File: config.mk
export PLATFORM = sky130hd
export DESIGN_NAME = circular_queue_flat
export DESIGN_NICKNAME = d
export VERILOG_FILES = /design/src/hdl/cq_pkg.sv /design/src/hdl/cq_if.sv /design/src/hdl/circular_queue.sv /design/src/hdl/cq_mem.sv /design/src/flat_wrapper.sv
export SDC_FILE = /design/constraint.sdc
export NUM_CORES = 2
export LEC_CHECK = 0
export BUFFER_PORTS_ARGS = -buffer_cell sky130_fd_sc_hd__buf_2
export CAP_MARGIN = 5
export CORE_ASPECT_RATIO = 0.8
export CORE_UTILIZATION = 45
export CTS_CLUSTER_DIAMETER = 80
export DETAILED_ROUTE_END_ITERATION = 16
export GPL_ROUTABILITY_DRIVEN = 0
export HOLD_SLACK_MARGIN = 0.06
export SLEW_MARGIN = 30
export SYNTH_ARGS = -nofsm -noshare
export SYNTH_HDL_FRONTEND = slang
export SYNTH_HIERARCHICAL = 1
export SYNTH_SLANG_ARGS = --single-unit
File: constraint.sdc
create_clock -name clk -period 7.09 [get_ports clk]
set_input_delay 0 -clock clk [delete_from_list [all_inputs] [get_ports clk]]
set_output_delay 0 -clock clk [all_outputs]
set_load 0.05 [all_outputs]
File: src/hdl/cq_pkg.sv
// Shared widths, operation and status codes, and the result beat type of the circular queue.
package cq_pkg;

  localparam int DEPTH_DEF = 64;
  localparam int KIND_W    = 3;
  localparam int DATA_W    = 32;
  localparam int STAT_W    = 2;
  localparam int CNT_W     = 6;

  // operation codes
  localparam logic [KIND_W-1:0] KIND_ENQ  = 3'd0;
  localparam logic [KIND_W-1:0] KIND_DEQ  = 3'd1;
  localparam logic [KIND_W-1:0] KIND_PEEK = 3'd2;
  localparam logic [KIND_W-1:0] KIND_CLR  = 3'd3;
  localparam logic [KIND_W-1:0] KIND_TRAV = 3'd4;

  // status codes
  localparam logic [STAT_W-1:0] STAT_OK    = 2'd0;
  localparam logic [STAT_W-1:0] STAT_FULL  = 2'd1;
  localparam logic [STAT_W-1:0] STAT_EMPTY = 2'd2;

  typedef struct packed {
    logic [STAT_W-1:0]        status;
    logic signed [DATA_W-1:0] data;
    logic [CNT_W-1:0]         count;
    logic                     last;
  } out_beat_t;

  function automatic out_beat_t mk_beat(input logic [STAT_W-1:0] status,
                                        input logic signed [DATA_W-1:0] data,
                                        input logic [CNT_W-1:0] count,
                                        input logic last);
    out_beat_t b;
    b.status = status;
    b.data   = data;
    b.count  = count;
    b.last   = last;
    return b;
  endfunction

endpackage

File: src/hdl/cq_if.sv
// Valid/ready channel interfaces for the queue's operation input and result output.
interface cq_in_if import cq_pkg::*; ();
  logic                     valid;
  logic                     ready;
  logic [KIND_W-1:0]        kind;
  logic signed [DATA_W-1:0] value;

  modport source (output valid, output kind, output value, input ready);
  modport sink   (input valid, input kind, input value, output ready);
endinterface

interface cq_out_if import cq_pkg::*; ();
  logic                     valid;
  logic                     ready;
  logic [STAT_W-1:0]        status;
  logic signed [DATA_W-1:0] data;
  logic [CNT_W-1:0]         count;
  logic                     last;

  modport source (output valid, output status, output data, output count, output last,
                  input ready);
  modport sink   (input valid, input status, input data, input count, input last,
                  output ready);
endinterface

File: src/hdl/circular_queue.sv
// Circular queue top level: pointer control, read sequencer and result register.
//
// A ring-buffer FIFO of signed 32-bit words with DEPTH slots; one slot stays
// free, so at most DEPTH-1 words are held. Operations arrive on in_ch
// (kind, value) and each beat produces results on out_ch (status, data,
// count, last); undefined kinds are taken and give no result.
// Enqueue, clear and any refused or empty operation finish in the accept
// cycle: result valid in the next cycle, next beat taken every cycle while
// the result register drains. Dequeue and peek read the storage RAM
// (registered read data) and take no new beat until the read returns.
// Traverse reads one word per cycle through the same RAM port while the
// receiver takes results, and emits N results for N held words, last on
// the final one; no input is taken until the traverse finishes.
// A result register sits on out_ch; a new beat is taken while a result
// waits if out_ready drains it in the same cycle. When the receiver stalls
// the result holds and a traverse pauses on the word it has read.
// Synchronous reset empties the queue (both pointers zero) and drops any
// pending result; storage contents are not cleared.
module circular_queue import cq_pkg::*; #(
  parameter int DEPTH = DEPTH_DEF
) (
  input  logic      clk,
  input  logic      rst_n,
  cq_in_if.sink     in_ch,
  cq_out_if.source  out_ch
);

  localparam int AW = $clog2(DEPTH);
  localparam int HW = AW + 1;
  localparam logic [AW-1:0] LAST_IDX = AW'(DEPTH - 1);
  localparam logic [HW-1:0] DEPTH_H  = HW'(DEPTH);

  typedef enum logic [2:0] {
    ST_IDLE = 3'b001,
    ST_RD   = 3'b010,
    ST_TRAV = 3'b100
  } state_t;

  state_t            state_r, state_nxt;
  logic [AW-1:0]     head_r, head_nxt;
  logic [AW-1:0]     tail_r, tail_nxt;
  logic [AW-1:0]     trv_ptr_r, trv_ptr_nxt;
  logic [CNT_W-1:0]  pend_cnt_r, pend_cnt_nxt;
  logic              out_valid_r, out_valid_nxt;
  out_beat_t         out_beat_r, out_beat_nxt;

  logic              in_acc;
  logic              out_free;
  logic              empty;
  logic              full;
  logic [AW-1:0]     tail_adv;
  logic [AW-1:0]     trv_adv;
  logic              trv_last;
  logic [HW-1:0]     held_now;

  logic              mem_we;
  logic              mem_re;
  logic [AW-1:0]     mem_raddr;
  logic [DATA_W-1:0] mem_rdata;

  function automatic logic [AW-1:0] adv(input logic [AW-1:0] p);
    return (p == LAST_IDX) ? '0 : p + AW'(1);
  endfunction

  cq_mem #(.DEPTH(DEPTH)) u_mem (
    .clk   (clk),
    .we    (mem_we),
    .waddr (tail_r),
    .wdata ($unsigned(in_ch.value)),
    .re    (mem_re),
    .raddr (mem_raddr),
    .rdata (mem_rdata)
  );

  // handshake and occupancy
  assign out_free    = !out_valid_r || out_ch.ready;
  assign in_ch.ready = (state_r == ST_IDLE) && out_free;
  assign in_acc      = in_ch.valid && in_ch.ready;
  assign empty       = (head_r == tail_r);
  assign tail_adv    = adv(tail_r);
  assign full        = (tail_adv == head_r);
  assign trv_adv     = adv(trv_ptr_r);
  assign trv_last    = (trv_adv == tail_r);
  assign held_now    = (tail_r >= head_r) ? ({1'b0, tail_r} - {1'b0, head_r})
                                          : ({1'b0, tail_r} + DEPTH_H - {1'b0, head_r});

  // operation sequencer
  always_comb begin
    state_nxt     = state_r;
    head_nxt      = head_r;
    tail_nxt      = tail_r;
    trv_ptr_nxt   = trv_ptr_r;
    pend_cnt_nxt  = pend_cnt_r;
    out_valid_nxt = out_valid_r && !out_ch.ready;
    out_beat_nxt  = out_beat_r;
    mem_we        = 1'b0;
    mem_re        = 1'b0;
    mem_raddr     = head_r;
    case (state_r)
      ST_IDLE: begin
        if (in_acc) begin
          case (in_ch.kind)
            KIND_ENQ: begin
              out_valid_nxt = 1'b1;
              if (full) begin
                out_beat_nxt = mk_beat(STAT_FULL, '0, CNT_W'(held_now), 1'b1);
              end else begin
                mem_we       = 1'b1;
                tail_nxt     = tail_adv;
                out_beat_nxt = mk_beat(STAT_OK, '0, CNT_W'(held_now + HW'(1)), 1'b1);
              end
            end
            KIND_DEQ: begin
              if (empty) begin
                out_valid_nxt = 1'b1;
                out_beat_nxt  = mk_beat(STAT_EMPTY, '0, '0, 1'b1);
              end else begin
                mem_re       = 1'b1;
                head_nxt     = adv(head_r);
                pend_cnt_nxt = CNT_W'(held_now - HW'(1));
                state_nxt    = ST_RD;
              end
            end
            KIND_PEEK: begin
              if (empty) begin
                out_valid_nxt = 1'b1;
                out_beat_nxt  = mk_beat(STAT_EMPTY, '0, '0, 1'b1);
              end else begin
                mem_re       = 1'b1;
                pend_cnt_nxt = CNT_W'(held_now);
                state_nxt    = ST_RD;
              end
            end
            KIND_CLR: begin
              head_nxt      = '0;
              tail_nxt      = '0;
              out_valid_nxt = 1'b1;
              out_beat_nxt  = mk_beat(STAT_OK, '0, '0, 1'b1);
            end
            KIND_TRAV: begin
              if (empty) begin
                out_valid_nxt = 1'b1;
                out_beat_nxt  = mk_beat(STAT_EMPTY, '0, '0, 1'b1);
              end else begin
                mem_re       = 1'b1;
                trv_ptr_nxt  = head_r;
                pend_cnt_nxt = CNT_W'(held_now);
                state_nxt    = ST_TRAV;
              end
            end
            default: ;
          endcase
        end
      end
      ST_RD: begin
        // result register is always free here; the check keeps it safe
        if (out_free) begin
          out_valid_nxt = 1'b1;
          out_beat_nxt  = mk_beat(STAT_OK, $signed(mem_rdata), pend_cnt_r, 1'b1);
          state_nxt     = ST_IDLE;
        end
      end
      ST_TRAV: begin
        // emit the word in hand, fetch the next one
        if (out_free) begin
          out_valid_nxt = 1'b1;
          out_beat_nxt  = mk_beat(STAT_OK, $signed(mem_rdata), pend_cnt_r, trv_last);
          if (trv_last) begin
            state_nxt = ST_IDLE;
          end else begin
            mem_re      = 1'b1;
            mem_raddr   = trv_adv;
            trv_ptr_nxt = trv_adv;
          end
        end
      end
      default: state_nxt = ST_IDLE;
    endcase
  end

  // control registers
  always_ff @(posedge clk) begin
    if (!rst_n) begin
      state_r     <= ST_IDLE;
      head_r      <= '0;
      tail_r      <= '0;
      out_valid_r <= 1'b0;
    end else begin
      state_r     <= state_nxt;
      head_r      <= head_nxt;
      tail_r      <= tail_nxt;
      out_valid_r <= out_valid_nxt;
    end
  end

  // payload registers
  always_ff @(posedge clk) begin
    trv_ptr_r  <= trv_ptr_nxt;
    pend_cnt_r <= pend_cnt_nxt;
    out_beat_r <= out_beat_nxt;
  end

  assign out_ch.valid  = out_valid_r;
  assign out_ch.status = out_beat_r.status;
  assign out_ch.data   = out_beat_r.data;
  assign out_ch.count  = out_beat_r.count;
  assign out_ch.last   = out_beat_r.last;

  // pointers stay inside the ring
  a_ptr_range: assert property (@(posedge clk) disable iff (!rst_n)
    (head_r <= LAST_IDX) && (tail_r <= LAST_IDX))
    else $error("queue pointer outside the ring");

  // an accepted enqueue into a non-full queue moves the tail
  a_enq_moves_tail: assert property (@(posedge clk) disable iff (!rst_n)
    (in_acc && (in_ch.kind == KIND_ENQ) && !full) |=> (tail_r != $past(tail_r)))
    else $error("enqueue did not advance tail");

  // the queue is frozen while a traverse runs
  a_trav_frozen: assert property (@(posedge clk) disable iff (!rst_n)
    (state_r == ST_TRAV) |=> ($stable(head_r) && $stable(tail_r)))
    else $error("pointers changed during traverse");

  // the final traverse beat returns the sequencer to idle
  a_trav_done: assert property (@(posedge clk) disable iff (!rst_n)
    ((state_r == ST_TRAV) && out_free && trv_last) |=> (state_r == ST_IDLE))
    else $error("traverse did not finish on its last word");

endmodule

File: src/hdl/cq_mem.sv
// Word storage of the ring: one write port, one read port with registered read data.
module cq_mem import cq_pkg::*; #(
  parameter int DEPTH = DEPTH_DEF
) (
  input  logic                       clk,
  input  logic                       we,
  input  logic [$clog2(DEPTH)-1:0]   waddr,
  input  logic [DATA_W-1:0]          wdata,
  input  logic                       re,
  input  logic [$clog2(DEPTH)-1:0]   raddr,
  output logic [DATA_W-1:0]          rdata
);

  logic [DATA_W-1:0] mem [DEPTH];

  // write port
  always_ff @(posedge clk) begin
    if (we) begin
      mem[waddr] <= wdata;
    end
  end

  // read port; data holds until the next read
  always_ff @(posedge clk) begin
    if (re) begin
      rdata <= mem[raddr];
    end
  end

endmodule

File: src/flat_wrapper.sv
// flat-port wrapper written by rule: the top's interface ports become plain ports
module circular_queue_flat import cq_pkg::*;
#(
  parameter int DEPTH = DEPTH_DEF
)
  (clk, rst_n, in_ch_valid, in_ch_kind, in_ch_value, in_ch_ready, out_ch_valid, out_ch_status, out_ch_data, out_ch_count, out_ch_last, out_ch_ready);
  cq_in_if in_ch_i ();
  cq_out_if out_ch_i ();
  input  logic clk;
  input  logic rst_n;
  input wire logic [$bits(in_ch_i.valid)-1:0] in_ch_valid;
  input wire logic [$bits(in_ch_i.kind)-1:0] in_ch_kind;
  input wire logic [$bits(in_ch_i.value)-1:0] in_ch_value;
  output wire logic [$bits(in_ch_i.ready)-1:0] in_ch_ready;
  output wire logic [$bits(out_ch_i.valid)-1:0] out_ch_valid;
  output wire logic [$bits(out_ch_i.status)-1:0] out_ch_status;
  output wire logic [$bits(out_ch_i.data)-1:0] out_ch_data;
  output wire logic [$bits(out_ch_i.count)-1:0] out_ch_count;
  output wire logic [$bits(out_ch_i.last)-1:0] out_ch_last;
  input wire logic [$bits(out_ch_i.ready)-1:0] out_ch_ready;
  assign in_ch_i.valid = in_ch_valid;
  assign in_ch_i.kind = in_ch_kind;
  assign in_ch_i.value = in_ch_value;
  assign in_ch_ready = in_ch_i.ready;
  assign out_ch_valid = out_ch_i.valid;
  assign out_ch_status = out_ch_i.status;
  assign out_ch_data = out_ch_i.data;
  assign out_ch_count = out_ch_i.count;
  assign out_ch_last = out_ch_i.last;
  assign out_ch_i.ready = out_ch_ready;
  circular_queue #(.DEPTH(DEPTH)) u_core (.clk(clk), .rst_n(rst_n), .in_ch(in_ch_i), .out_ch(out_ch_i));
endmodule
==> results.yml <==
worst_setup_path:
  r2r-end: "u_core/u_mem/rdata[1]"
  r2r-start: "u_core/trv_ptr_r[0]"
  worst-path-buf-inv: 1
  crit_family: "simple AND/OR/NAND/NOR gates"
  worst_ep_arrival_time_ns: 6.30
  path_class: "reg2reg"
  crit_path_end_kind: "flop"
  worst_setup_path_start_kind: "flop"
  cp.required_ns: 7.64
  cp_cell_sequence: "ha_1, xnor2_1, a22oi_1, o21ai_0, a221oi_2, nor2_2, mux2i_4, nand2_1, buf_4, o221ai_1, a21oi_1, a21oi_1, nor2_1"
  crit_top_cell: "a21oi_1"
  cp_max_fo: 15
  reg2reg_slack_ns: 1.35
  r2r_cells: 13
  slowest_stage: "mux2i_4"
  cpPeakStageDelay_ns: 0.89
route:
  ant_nets: 0
  drtIter0Drc: 5922
  firstDrtPassIters: 5
  wire_per_inst_um: 33.6
  viasPerCell: 6.16
  vias: 41000
  drc: 0
  wl_met2_um: 102000
  wl_met3_um: 20800
  top_layer: "met5"
  wirelength_um: 224000
  wirelength_met1_um: 96500
placed_design:
  place.port_buffers: 81
  dp_slack_ns: 1.37
  dp_hpwl_um: 130000
  numPlacedInstances: 6226
  place_area_um2: 87800
die:
  die_width_um: 482
  start_util: 0.454
  row_count: 140
  dieArea_um2: 186000
  die_h_um: 386
  core_um2: 183000
  ios: 82
timing:
  rsz0062_at_grt: "no"
  min_period_over_period: 0.810
  fmax_mhz: 174
  worst_slew_pin_slew_ns: 1.06
  setup_violations: 0
  hold_violations: 0
  fin_tns_setup_ns: 0
  drv_slew: 0
  clock_skew_ns: 0.0550
  finalWorstSetupSlack_ns: 1.35
  relSlewSlack: 0.294
  period_minus_slack_ns: 5.74
logic_synthesis:
  yosys.area.top_type: "edfxtp_1"
  ys_seq_area_frac: 0.777
  synth.net_count: 3781
  ys_ff_latch: 2149
  synthFlopType: "edfxtp_1"
  synth.area.top_cells: "edfxtp_1 (77%), mux4_2 (15%), mux2i_1 (1.2%)"
  yosys.area.top_type_share: 0.773
  ys_warn_count: 6
  syn_area_per_cell_um2: 22.2
  synthCells: 3730
  synthArstFlopShare: 0
  synth_area_um2: 82900
  synth_edf_count: 2133
  synth.distinct_cells: 71
  yosys-top-cells-count: "edfxtp_1 (2133), mux4_2 (544), nor2_1 (162)"
  synth.most_common_cell: "edfxtp_1"
grt:
  first_global_vias: 40100
  grt_start_max_net_pins: 96
  gr-total-overflow: 0
  antenna_found_initial: 21
  grt_use_total: 0.244
  grt_pass1_wl_um: 315000
cts:
  cts_tree: "yes"
  numClockSinks: 2149
  cts_resized: 0
  cts_htree_levels: 4
  numCtsBuffers: 201
  post-cts-setup-buffers: 0
  clockBufferDepth: 3
  clockRootBuffer: "clkbuf_16"
  clk_latency_ns: 0.84
  clkTransAtPathRegs_ns: 0.07
  cts_hold_buf: 47
final_layout:
  drive_gt1_frac: 0.288
  area_growth_pct: 14.6
  final_cell_area_um2: 95000
  regArea_um2: 64400
  final_core_util: 0.521
  multiInputGateArea_um2: 18100
  fin_nets: 4115
  fill_cells: 14100
  fin_cells: 6651
pwr:
  vdd_ir_drop_max_uv: 265
  power_density_nw_per_um2: 270
  cellLeakagePower_nw: 28.6
worst_hold_path:
  hold_depth: 2
  worst_hold_path.endpoint: "u_core/u_mem/mem[1][30]"
  min_from: "in_ch_value[30]"
  hp-class: "in2reg"
status:
  status: "finished, final reports clean"
job:
  maxCapViolCount: 0
-- cell families after synthesis --
kind of cell | synth area share
flops | 0.777
mux | 0.160
simple gates | 0.0228
compound gates | 0.0229
buf+inv | 0.0128
xor+xnor | 0.00326
fa+ha+maj | 0.00190
-- cell usage in the layout (no fill, tap or decap), types with 46 or more instances in the layout --
cell type	n
a21oi_1	75
nor2_1	98
buf_2	81
o22ai_1	85
clkbuf_16	203
mux2i_1	95
nand2_1	53
dlygate4sd3_1	47
nor2_4	64
clkinv_1	46
mux4_2	544
buf_4	174
edfxtp_1	2133
-- per-layer routing --
layer | global-route usage | up-vias
met1 | 0.369 | 22200
met5 | 0 | -
met2 | 0.364 | 2001
met3 | 0.0509 | 279
met4 | 0.0541 | 4
li1 | - | 16500
-- worst reg2reg max path: stages (launching register included) --
cell      delay (ns)
edfxtp_1        0.54
ha_1            0.35
xnor2_1         0.35
a22oi_1         0.13
o21ai_0         0.25
a221oi_2        0.08
nor2_2          0.54
mux2i_4         0.90
nand2_1         0.87
buf_4           0.48
o221ai_1        0.10
a21oi_1         0.17
a21oi_1         0.66
nor2_1          0.08
-- where the power goes --
group | internal, mW | switching [mW] | leakage [nW]
clock network | 6.21 | 4.74 | 3.23
logic | 0.229 | 0.481 | 6.09
registers | 14.0 | 0.0109 | 19.3
total | 20.4 | 5.23 | 28.6
-- sequential cells by signal, summed over array words and instances (netlist names) --
name	flops
u_core/u_mem/rdata	32
u_core/out_ch.count	6
u_core/out_ch.status	2
u_core/tail_r	6
u_core/out_ch.last	1
u_core/head_r	6
u_core/out_ch.data	32
u_core/u_mem/mem	2048
u_core/trv_ptr_r	6
u_core/pend_cnt_r	6
u_core/out_ch.valid	1
u_core/state_r	3
-- layout make-up --
class,instances,area share
tap,2414,0.0318
antenna,3,0.0000790
multi-input combinational,1361,0.190
clock buffer,241,0.0550
inverter,14,0.000553
timing repair buffer,337,0.0303
sequential,2149,0.678
clock inverter,132,0.0148
-- metrics by stage --
| stage | power, mW | hold slack (ns) |
|---|---|---|
| finish | 25.6 | 0.140 |
| global route | 26.3 | 0.108 |
| CTS | 25.8 | 0.0799 |
| detailed placement | 15.0 | 0.312 |
| global placement | 15.0 | 0.328 |
| floorplan | 14.6 | 0.0989 |
-- worst max path at each step --
stage	start	endpoint	slack, ns	depth (start not counted)
floorplan	u_core/tail_r[0]	u_core/u_mem/mem[48][0]	2.07	10
global placement	u_core/trv_ptr_r[0]	u_core/u_mem/rdata[11]	0.55	14
detailed placement	u_core/trv_ptr_r[0]	u_core/u_mem/rdata[1]	1.37	13
CTS	u_core/trv_ptr_r[0]	u_core/u_mem/rdata[1]	1.38	13
global route	u_core/trv_ptr_r[0]	u_core/u_mem/rdata[30]	1.08	14
finish	u_core/trv_ptr_r[0]	u_core/u_mem/rdata[1]	1.35	13
Note: power is estimated with default switching activity, not from simulation.
